`config.mk`:
```
export PLATFORM = sky130hd
export DESIGN_NAME = tagged_packet_deframer
export DESIGN_NICKNAME = d
export VERILOG_FILES = /design/src/hw/rtl/tpd_pkg.sv /design/src/hw/rtl/tagged_packet_deframer.sv
export SDC_FILE = /design/constraint.sdc
export NUM_CORES = 1
export LEC_CHECK = 0
export ABC_AREA = 1
export BUFFER_PORTS_ARGS = -buffer_cell sky130_fd_sc_hd__buf_2
export CORE_ASPECT_RATIO = 0.9
export CORE_MARGIN = 4
export CORE_UTILIZATION = 61
export CTS_CLUSTER_SIZE = 40
export DETAILED_ROUTE_END_ITERATION = 16
export GPL_TIMING_DRIVEN = 1
export PLACE_DENSITY = 0.78
export RECOVER_POWER = 25
export SETUP_SLACK_MARGIN = 0.1
export SYNTH_ARGS = -nofsm -noshare
export SYNTH_HDL_FRONTEND = slang
export SYNTH_SLANG_ARGS = --single-unit
export TNS_END_PERCENT = 10
```
`constraint.sdc`:
```
create_clock -name clock -period 3.1 [get_ports clock]
set_input_delay 0.31 -clock clock [delete_from_list [all_inputs] [get_ports clock]]
set_output_delay 0.31 -clock clock [all_outputs]
set_load 0.03 [all_outputs]
```
`src/hw/rtl/tpd_pkg.sv`:
```
package tpd_pkg;

   localparam int MaxPacketBytes = 4096;
   localparam int CountWidth     = $clog2(MaxPacketBytes + 1);
   localparam int LengthWidth    = 13;
   localparam int TagBytes       = 4;
   localparam int DataTailBytes  = 4;
   localparam int ButtonTailBytes = 2;
   localparam logic [7:0] LineEnd = 8'h0A;

   localparam int RegCount     = 7;
   localparam int CsrAddrWidth = $clog2(RegCount) + 2;
   localparam int RspDataWidth = 24;

   typedef enum logic [2:0] {
      KIND_COMMAND = 3'd0,
      KIND_DATA    = 3'd1,
      KIND_BUTTON  = 3'd2,
      KIND_LOG     = 3'd3,
      KIND_UNKNOWN = 3'd4
   } kind_type;

   typedef enum logic [1:0] {
      STATUS_OK       = 2'd0,
      STATUS_LEN_ERR  = 2'd1,
      STATUS_OVERFLOW = 2'd2
   } status_type;

   typedef enum logic {
      PHASE_HUNT   = 1'b0,
      PHASE_TAGGED = 1'b1
   } phase_type;

   typedef enum logic [2:0] {
      REG_TAG_COMMAND     = 3'd0,
      REG_TAG_DATA        = 3'd1,
      REG_TAG_BUTTON      = 3'd2,
      REG_TAG_LOG         = 3'd3,
      REG_TAIL_DATA       = 3'd4,
      REG_TAIL_BUTTON     = 3'd5,
      REG_EXPECTED_LENGTH = 3'd6
   } reg_index_type;

   typedef struct packed {
      status_type             status;
      logic [LengthWidth-1:0] length;
      kind_type               kind;
   } result_type;

endpackage

```
`src/hw/rtl/tagged_packet_deframer.sv`:
```
// A packet's result is registered in the result register, or in the skid word while rsp stalls.
// Throughput: one byte per cycle while req_tready is high; the tag window compare and the byte counter update
// sit in a single stage between the framing state registers and the result register.
// A two-word output buffer (result register plus skid) absorbs one result while rsp stalls;
// req_tready drops only while the skid word is held.
// Reset (synchronous, active high) clears the framing state and the output buffer and
// loads the register defaults.
module tagged_packet_deframer (
   input  logic                               clock,
   input  logic                               reset,
   input  logic                               req_tvalid,
   output logic                               req_tready,
   input  logic [7:0]                         req_tdata,   // [7:0] rx_byte
   output logic                               rsp_tvalid,
   input  logic                               rsp_tready,
   // [2:0] packet_kind, [15:3] packet_length, [17:16] packet_status, [23:18] zero
   output logic [tpd_pkg::RspDataWidth-1:0]   rsp_tdata,
   input  logic                               csr_psel,
   input  logic                               csr_penable,
   input  logic                               csr_pwrite,
   input  logic [tpd_pkg::CsrAddrWidth-1:0]   csr_paddr,
   input  logic [31:0]                        csr_pwdata,
   output logic [31:0]                        csr_prdata,
   output logic                               csr_pready
);
   import tpd_pkg::*;

   // configuration registers
   logic [31:0]            tag_command_ff, tag_data_ff, tag_button_ff, tag_log_ff;
   logic [31:0]            tail_data_ff;
   logic [15:0]            tail_button_ff;
   logic [LengthWidth-1:0] expected_len_ff;
   reg_index_type          csr_index;
   logic                   csr_write;

   // framing state
   logic [31:0]           recent_ff, recent_in;
   phase_type             phase_ff, phase_in;
   kind_type              kind_ff, kind_in;
   logic [CountWidth-1:0] count_ff, count_in;

   // output buffer
   logic       out_valid_ff, skid_valid_ff;
   result_type out_data_ff, skid_data_ff;

   logic                  accept;
   logic [31:0]           window;
   logic [CountWidth-1:0] count_inc;
   kind_type              tag_kind;
   logic                  emit;
   result_type            result;
   logic                  done;
   status_type            done_status;
   logic                  out_free;

   assign csr_pready = 1'b1;
   assign csr_index  = reg_index_type'(csr_paddr[CsrAddrWidth-1:2]);
   assign csr_write  = csr_psel && csr_penable && csr_pwrite && csr_pready;

   always_ff @(posedge clock) begin
      if (reset) begin
         tag_command_ff  <= 32'h5F4D4F43;
         tag_data_ff     <= '0;
         tag_button_ff   <= '0;
         tag_log_ff      <= '0;
         tail_data_ff    <= 32'h5A5A5A5A;
         tail_button_ff  <= 16'h5A5A;
         expected_len_ff <= LengthWidth'(64);
      end else if (csr_write) begin
         unique case (csr_index)
            REG_TAG_COMMAND:     tag_command_ff  <= csr_pwdata;
            REG_TAG_DATA:        tag_data_ff     <= csr_pwdata;
            REG_TAG_BUTTON:      tag_button_ff   <= csr_pwdata;
            REG_TAG_LOG:         tag_log_ff      <= csr_pwdata;
            REG_TAIL_DATA:       tail_data_ff    <= csr_pwdata;
            REG_TAIL_BUTTON:     tail_button_ff  <= csr_pwdata[15:0];
            REG_EXPECTED_LENGTH: expected_len_ff <= csr_pwdata[LengthWidth-1:0];
            default: ;
         endcase
      end
   end

   always_comb begin
      unique case (csr_index)
         REG_TAG_COMMAND:     csr_prdata = tag_command_ff;
         REG_TAG_DATA:        csr_prdata = tag_data_ff;
         REG_TAG_BUTTON:      csr_prdata = tag_button_ff;
         REG_TAG_LOG:         csr_prdata = tag_log_ff;
         REG_TAIL_DATA:       csr_prdata = tail_data_ff;
         REG_TAIL_BUTTON:     csr_prdata = {16'd0, tail_button_ff};
         REG_EXPECTED_LENGTH: csr_prdata = {{(32 - LengthWidth){1'b0}}, expected_len_ff};
         default:             csr_prdata = '0;
      endcase
   end

   assign req_tready = !skid_valid_ff;
   assign accept     = req_tvalid && req_tready;

   assign window    = {req_tdata, recent_ff[31:8]};
   assign count_inc = (count_ff < CountWidth'(MaxPacketBytes)) ? count_ff + 1'b1 : count_ff;

   // first match wins: command, data, button, log
   always_comb begin
      if (window == tag_command_ff) tag_kind = KIND_COMMAND;
      else if (window == tag_data_ff) tag_kind = KIND_DATA;
      else if (window == tag_button_ff) tag_kind = KIND_BUTTON;
      else if (window == tag_log_ff) tag_kind = KIND_LOG;
      else tag_kind = KIND_UNKNOWN;
   end

   always_comb begin
      done        = 1'b0;
      done_status = STATUS_OK;
      case (kind_ff)
         KIND_COMMAND, KIND_LOG: begin
            done = (count_inc > CountWidth'(TagBytes)) && (req_tdata == LineEnd);
         end
         KIND_DATA: begin
            done = (count_inc >= CountWidth'(TagBytes + DataTailBytes))
                   && (window == tail_data_ff);
            if (LengthWidth'(count_inc) != expected_len_ff ||
                count_inc > CountWidth'(MaxPacketBytes)) begin
               done_status = STATUS_LEN_ERR;
            end
            if (count_inc != CountWidth'(LengthWidth'(count_inc))) begin
               done_status = STATUS_LEN_ERR;
            end
         end
         KIND_BUTTON: begin
            done = (count_inc >= CountWidth'(TagBytes + ButtonTailBytes))
                   && (window[31:16] == tail_button_ff);
         end
         default: ;
      endcase
   end

   always_comb begin
      recent_in     = window;
      phase_in      = phase_ff;
      kind_in       = kind_ff;
      count_in      = count_inc;
      emit          = 1'b0;
      result.kind   = kind_ff;
      result.length = LengthWidth'(count_inc);
      result.status = STATUS_OK;
      unique case (phase_ff)
         PHASE_HUNT: begin
            if (count_inc >= CountWidth'(TagBytes) && tag_kind != KIND_UNKNOWN) begin
               // close any unknown bytes before the tag, open the tagged packet
               phase_in      = PHASE_TAGGED;
               kind_in       = tag_kind;
               count_in      = CountWidth'(TagBytes);
               emit          = (count_inc != CountWidth'(TagBytes));
               result.kind   = KIND_UNKNOWN;
               result.length = LengthWidth'(count_inc - CountWidth'(TagBytes));
            end else if (count_inc >= CountWidth'(MaxPacketBytes)) begin
               emit          = 1'b1;
               result.kind   = KIND_UNKNOWN;
               result.status = STATUS_OVERFLOW;
            end
         end
         PHASE_TAGGED: begin
            if (done) begin
               emit          = 1'b1;
               result.status = done_status;
            end else if (count_inc >= CountWidth'(MaxPacketBytes)) begin
               emit          = 1'b1;
               result.status = STATUS_OVERFLOW;
            end
         end
         default: ;
      endcase
      // drop the window and hunt afresh after a packet closes
      if (emit && phase_in == phase_ff) begin
         recent_in = '0;
         phase_in  = PHASE_HUNT;
         kind_in   = KIND_UNKNOWN;
         count_in  = '0;
      end
   end

   always_ff @(posedge clock) begin
      if (reset) begin
         recent_ff <= '0;
         phase_ff  <= PHASE_HUNT;
         kind_ff   <= KIND_UNKNOWN;
         count_ff  <= '0;
      end else if (accept) begin
         recent_ff <= recent_in;
         phase_ff  <= phase_in;
         kind_ff   <= kind_in;
         count_ff  <= count_in;
      end
   end

   assign out_free = !out_valid_ff || rsp_tready;

   always_ff @(posedge clock) begin
      if (reset) begin
         out_valid_ff  <= 1'b0;
         skid_valid_ff <= 1'b0;
      end else if (out_free) begin
         if (skid_valid_ff) begin
            out_valid_ff  <= 1'b1;
            skid_valid_ff <= 1'b0;
         end else begin
            out_valid_ff <= accept && emit;
         end
      end else if (accept && emit) begin
         skid_valid_ff <= 1'b1;
      end
   end

   always_ff @(posedge clock) begin
      if (out_free) begin
         out_data_ff <= skid_valid_ff ? skid_data_ff : result;
      end
      if (!out_free && !skid_valid_ff) begin
         skid_data_ff <= result;
      end
   end

   assign rsp_tvalid = out_valid_ff;
   assign rsp_tdata  = {{(RspDataWidth - $bits(result_type)){1'b0}}, out_data_ff};

   a_skid_behind_out: assert property (@(posedge clock) disable iff (reset)
      skid_valid_ff |-> out_valid_ff)
      else $error("skid word held while result register empty");

   a_tagged_count: assert property (@(posedge clock) disable iff (reset)
      phase_ff == PHASE_TAGGED |-> count_ff >= CountWidth'(TagBytes))
      else $error("tagged packet shorter than its tag");

   a_kind_phase: assert property (@(posedge clock) disable iff (reset)
      (phase_ff == PHASE_HUNT) == (kind_ff == KIND_UNKNOWN))
      else $error("packet kind out of step with framing phase");

   a_length_nonzero: assert property (@(posedge clock) disable iff (reset)
      out_valid_ff |-> out_data_ff.length != '0)
      else $error("empty packet reported");

endmodule

```
==> flow_summary.yaml, run 1 <==
timing:
  slew_headroom_pct: -17.5
  fmax_mhz: 330
  finalCritPeriodShare_pct: 97.6
  fin_crit_ns: 3.03
  worstMarginPinSlew_ns: 1.76
  finalSetupViolCount: 0
  drv_slew: 65
  setup_slack_ns: 0.0729
  rsz0062_at_grt: "false"
  hold_viol_final: 0
  fin_tns_setup_ns: 0
  fin_skew_ns: 0.0142
layout:
  postLayoutCoreUtil_pct: 70.4
  nets: 2096
  layout-drive-gt1-share_pct: 13.1
  syn2layout_area_growth_pct: 12.2
  diodes: 0
floorplan:
  rows: 52
  die_w_microns: 169
  ios: 111
  die_h_microns: 153
  coreArea_sq_mm: 0.0227
  floorplan.initialDensity_pct: 62.7
  dieArea_sq_mm: 0.0259
clock_tree:
  worstSkewPairLatency_ns: 0.56
  cts-root-buf: "clkbuf_16"
  cts_buffers: 28
  htreeDepth: 1
  cts_tree: "done"
  cts_hold_buf: 0
  clock-sinks: 268
  clk_pin_slew_ns: 0.06
  clockBufferDepth: 3
setup_path:
  reg2regPathDepth: 14
  r2r_slack_ns: 0.15
  criticalPathCategory: "in -> out"
  crit_start: "csr_paddr[4]"
  crit_end: "csr_prdata[4]"
  reg2reg_to: "recent_ff[16]"
  critPathLaunchType: "primary input"
  endpoint_kind: "output pin"
  worstPathRequired_ns: 2.79
  crit_fanout: 6
  cp.arrival_ns: 2.72
  worst_r2r_startpoint: "recent_ff[25]"
route:
  drt_iter0_markers: 2226
  wire_per_inst_microns: 20.5
  first_pass_iters: 7
  ant_nets: 0
  vias: 14300
  drt-vias-per-instance: 6.07
  drc: 0
  wl_microns: 48200
yosys:
  synth-edff-count: 36
  synth_ff_type: "dfxtp_1"
  syn_inst: 1961
  postSynth.asyncResetShare_pct: 0
  synth_top_area_cell: "dfxtp_1"
  seq_area_frac_synth_pct: 40.2
  avgSynthCellArea_sq_um: 7.26
  synth_area_leaders: "dfxtp_1, nor2_1, nand2_1"
  ys_warn_count: 0
  synth_top_area_share_pct: 32.6
  synthTopCellsByCount: "nor2_1, nand2_1, dfxtp_1"
  synth_most_common_cell: "nor2_1"
  yosys_register_bits: 268
  synth_cell_types: 51
  synthesis.area_sq_mm: 0.0142
worst_hold_path:
  hp-class: "in -> reg"
run_status:
  outcome: "finished, violations left"
  violations: "max-capacitance violations, max-slew violations"
place:
  port_buffers: 101
  dpl.hpwl_microns: 33300
  place_ws_ns: 0.117
  place_congestion: 1.06
pwr:
  peakVddDrop_v: 0.000440
  design_power_total_mw: 7.75
  cellLeakagePower_nw: 7.35
  powerDensity_mw_per_mm2: 485
run:
  maxCapViolations: 2
grt:
  antenna_found_initial: 2
  grt_overflow: 0
  grt_pass1_wl_microns: 73400
  grt_pass1_vias: 13200
  grt_max_degree: 81
  track_usage_pct: 35.5
## layout by cell type, fill, tap and decap left out, types with 9 or more instances in the layout
cell type and n:
nor2_1 368, nand2_1 365, dfxtp_1 228, o21ai_0 186, xor2_1 140, inv_1 118
a21oi_1 93, buf_2 82, nand3_1 65, buf_4 53, clkbuf_1 36, edfxtp_1 36
clkbuf_16 28, a221oi_1 22, xnor2_1 22, nand3_2 22, o22ai_1 20, nand2_2 19
nand4_1 18, a21oi_2 16, nor3_1 12, clkinv_1 9
## registers in the layout, summed over array words and instances, names as in the netlist
signal and count:
tag_command_ff 32, tag_data_ff 32, tail_data_ff 32, kind_ff 3, recent_ff 24, phase_ff 1, rsp_tdata 18, expected_len_ff 13
skid_valid_ff 1, tag_log_ff 32, skid_data_ff 18, tag_button_ff 32, count_ff 13, rsp_tvalid 1, tail_button_ff 16
## where the power goes
group,switching (mW),internal (mW)
Sequential,0.0651,3.56
Clock,1.44,1.91
Combinational,0.542,0.227
Total,2.05,5.70
## routing by layer
| metal | vias up | GRT usage (%) | share of wire (%) |
|---|---|---|---|
| met3 | 204 | 8.94 | 14 |
| met4 | 4 | 13.6 | 4.8 |
| met1 | 6644 | 50.4 | 40 |
| met2 | 942 | 52.3 | 42 |
| li1 | 6512 | - | - |
| met5 | - | 0 | 0.046 |
## worst min-delay path by stage
| stage | slack, ns | endpoint | depth (start not counted) | start |
|---|---|---|---|---|
| after detailed placement | 0.47 | tag_button_ff[22] | 2 | tag_button_ff[22] |
| after CTS | 0.02 | tail_data_ff[25] | 3 | csr_pwdata[25] |
| final | 0.03 | tail_data_ff[25] | 3 | csr_pwdata[25] |
| after global placement | 0.47 | tag_button_ff[22] | 2 | tag_button_ff[22] |
| after global routing | 0.04 | tag_command_ff[25] | 3 | csr_pwdata[25] |
| after floorplan | 0.44 | tag_command_ff[22] | 2 | csr_pwdata[22] |
## worst max-delay path, stage by stage
cell       delay, ns
clkbuf_1        0.20
inv_1           0.13
nor3_1          0.21
clkbuf_1        0.45
inv_1           0.29
o21ai_0         0.57
a221oi_1        0.16
o2111ai_1       0.15
buf_2           0.25
## per-stage QoR
stage,cells,area [sq um],hold slack [ns]
floorplan,1966,14300,0.436
global placement,2302,15100,0.466
detailed placement,2302,15100,0.470
CTS,2354,16000,0.0163
global route,2358,16000,0.0357
finish,2358,16000,0.0257
## logic make-up (layout without fill, tap and decap cells)
kind of cell	after synthesis	in the layout	share of synthesized area, %
compound gates	372	372	15.0
other cells	2	7	0.0527
buf+inv	254	347	7.39
simple gates	898	900	26.9
xor+xnor	162	162	9.96
fa+ha+maj	5	5	0.439
flops	268	268	40.2
## timing repair
| item | 4_1_cts | 5_1_grt |
|---|---|---|
| endpoints found under the setup margin | 1 | 53 |
| pin swaps | 0 | 3 |
| buffers inserted | 0 | 2 |
| gates resized for setup | 1 | 13 |
| cloned | 0 | 2 |
## area by class of cell
cell class	instances	area (sq um)
multi-input cells	1446	7540
fillers	1932	6730
flip-flops and latches	268	5730
repair buffers	167	945
clock buffers	37	768
inverters	128	488
well taps	297	372
clock inverters	15	138
Note: power is estimated with default switching activity, not from simulation.
==> run 2, diff against run 1 <==
--- a/config.mk
+++ b/config.mk
@@ -6,17 +6,16 @@
 export NUM_CORES = 1
 export LEC_CHECK = 0
 export ABC_AREA = 1
-export BUFFER_PORTS_ARGS = -buffer_cell sky130_fd_sc_hd__buf_2
 export CORE_ASPECT_RATIO = 0.9
 export CORE_MARGIN = 4
 export CORE_UTILIZATION = 61
 export CTS_CLUSTER_SIZE = 40
 export DETAILED_ROUTE_END_ITERATION = 16
+export DONT_BUFFER_PORTS = 1
 export GPL_TIMING_DRIVEN = 1
-export PLACE_DENSITY = 0.78
-export RECOVER_POWER = 25
+export PLACE_DENSITY = 0.74
 export SETUP_SLACK_MARGIN = 0.1
 export SYNTH_ARGS = -nofsm -noshare
 export SYNTH_HDL_FRONTEND = slang
 export SYNTH_SLANG_ARGS = --single-unit
-export TNS_END_PERCENT = 10
+export TNS_END_PERCENT = 50
==> flow_summary.yaml, run 2 (synthesis results as in run 1) <==
clock_tree:
  worstSkewPairLatency_ns: 0.56
  clk_pin_slew_ns: 0.06
  cts_tree: "done"
  cts_buffers: 29
  cts-root-buf: "clkbuf_16"
  clock-sinks: 268
  clockBufferDepth: 3
  htreeDepth: 1
floorplan:
  die_w_microns: 169
  coreArea_sq_mm: 0.0227
  floorplan.initialDensity_pct: 62.7
  ios: 111
  dieArea_sq_mm: 0.0259
  die_h_microns: 153
  rows: 52
timing:
  fmax_mhz: 342
  fin_tns_setup_ns: 0
  slew_headroom_pct: 30.5
  worstMarginPinSlew_ns: 1.04
  rsz0062_at_grt: "false"
  fin_skew_ns: 0.0172
  hold_viol_final: 0
  drv_slew: 0
  fin_crit_ns: 2.92
  finalCritPeriodShare_pct: 94.3
  finalSetupViolCount: 0
pwr:
  cellLeakagePower_nw: 7.18
  peakVddDrop_v: 0.000463
  powerDensity_mw_per_mm2: 481
grt:
  grt_overflow: 0
  grt_max_degree: 69
  grt_pass1_vias: 12900
  grt_pass1_wl_microns: 75600
  antenna_found_initial: 6
  track_usage_pct: 37.0
worst_hold_path:
  hold_start: "req_tvalid"
  hp-class: "in -> reg"
setup_path:
  crit_start: "recent_ff[14]"
  worst_r2r_startpoint: "recent_ff[14]"
  crit_chain: "xor2_1, nor3_1, nand3_1, nor2_1, nand2_1, nand3_1, nand2_2, nand3_4, nand2_8, buf_12, nand3_2, a21oi_2"
  critPathLaunchType: "flip-flop"
  slowest_stage: "dfxtp_1"
  slowest_delay_ns: 0.54
  crit_path_frequent_cell: "nand3_1"
  worstPathRequired_ns: 3.53
  crit_fanout: 16
  criticalPathCategory: "reg -> reg"
  cp.arrival_ns: 3.35
  endpoint_kind: "flip-flop"
route:
  vias: 13900
  top_layer: "met5"
  drt_iter0_markers: 2118
  drt-vias-per-instance: 6.07
  first_pass_iters: 6
  drc: 0
  ant_nets: 0
  wire_per_inst_microns: 21.6
  met3_length_microns: 6990
  drt-met1-wl_microns: 20400
  wl_microns: 49600
  met2_length_microns: 20400
layout:
  multi_input_area_sq_mm: 0.00757
  layout-drive-gt1-share_pct: 10.9
  nets: 2032
  nFillCells: 1901
  syn2layout_area_growth_pct: 12.2
  seqCellArea_sq_mm: 0.00575
  final_common_cell: "nand2_1"
  postLayoutCoreUtil_pct: 70.4
  final_cell_mix: "nand2_1, nor2_1, dfxtp_1, o21ai_0, xor2_1"
place:
  dpl.hpwl_microns: 33500
  port_buffers: 0
  place_congestion: 1.02
run:
  maxCapViolations: 0
run_status:
  outcome: "completed"
[run 2: cell count changes in the layout (fill, tap and decap cells not counted), moves of 4 or more]
cell / delta
buf_2: -82
dlygate4sd3_1: +40
buf_4: +8
dfxtp_2: +12
dfxtp_1: -12
nor2_2: +6
clkbuf_8: +4
clkbuf_1: -27
nor2_1: -6
[run 2: per-layer routing]
metal | vias up | track usage, %
met5 | - | 0
met4 | 8 | 11.7
met3 | 132 | 10.3
met2 | 930 | 52.1
met1 | 6469 | 54.8
li1 | 6398 | -
[run 2: through the flow]
step           cell area [sq um]  std cells  setup slack, ns  hold slack [ns]  total power [mW]
3_5_place_dp               14500       2195            0.125            0.399              4.30
3_3_place_gp               14500       2195            0.211            0.395              4.29
4_1_cts                    15900       2289            0.101            0.125              7.67
2_1_floorplan              14300       1966            0.640            0.436              4.15
5_1_grt                    16000       2295           0.0586            0.145              7.91
6_report                   16000       2296            0.177            0.125              7.69
[run 2: power breakdown]
part,internal (mW),switching [mW],leakage [nW],total [mW]
combinational,0.228,0.496,4.48,0.724
sequential,3.57,0.0792,2.26,3.64
clock,1.89,1.44,0.446,3.32
[run 2: path summary, 6_finish.rpt]
| kind | slack (ns) | cells after the start | end |
|---|---|---|---|
| setup / recovery | 0.18 | 12 | recent_ff[25] |
| hold / removal | 0.13 | 3 | count_ff[12] |
| setup reg to reg | 0.18 | 12 | recent_ff[25] |
| hold reg to reg | 0.48 | 2 | tag_button_ff[22] |
[run 2: critical path, delay by kind of cell, from the launching register on]
| family | cells | cell delay, ns |
|---|---|---|
| flip-flops | 1 | 0.54 |
| AND/OR/NAND/NOR | 9 | 1.72 |
| buffers and inverters | 1 | 0.18 |
| AO/OA/AOI/OAI | 1 | 0.06 |
| XOR/XNOR | 1 | 0.27 |
[run 2: what timing repair did]
action / in CTS / in global routing
gates resized for setup: 0 / 31
hold buffers: 41 / 0
setup buffers: 0 / 4
endpoints found under the hold margin: 228 / 0
endpoints found under the setup margin: 0 / 60
[run 2: final cells by class]
class                           instances  share of cell area (%)
Clock buffer                           45                    5.35
Antenna cell                            2                  0.0313
Inverter                              128                    3.05
Tap cell                              297                    2.32
Multi-Input combinational cell       1445                    47.4
Timing Repair Buffer                  103                    5.67
Sequential cell                       268                    35.9
Clock inverter                          8                   0.282
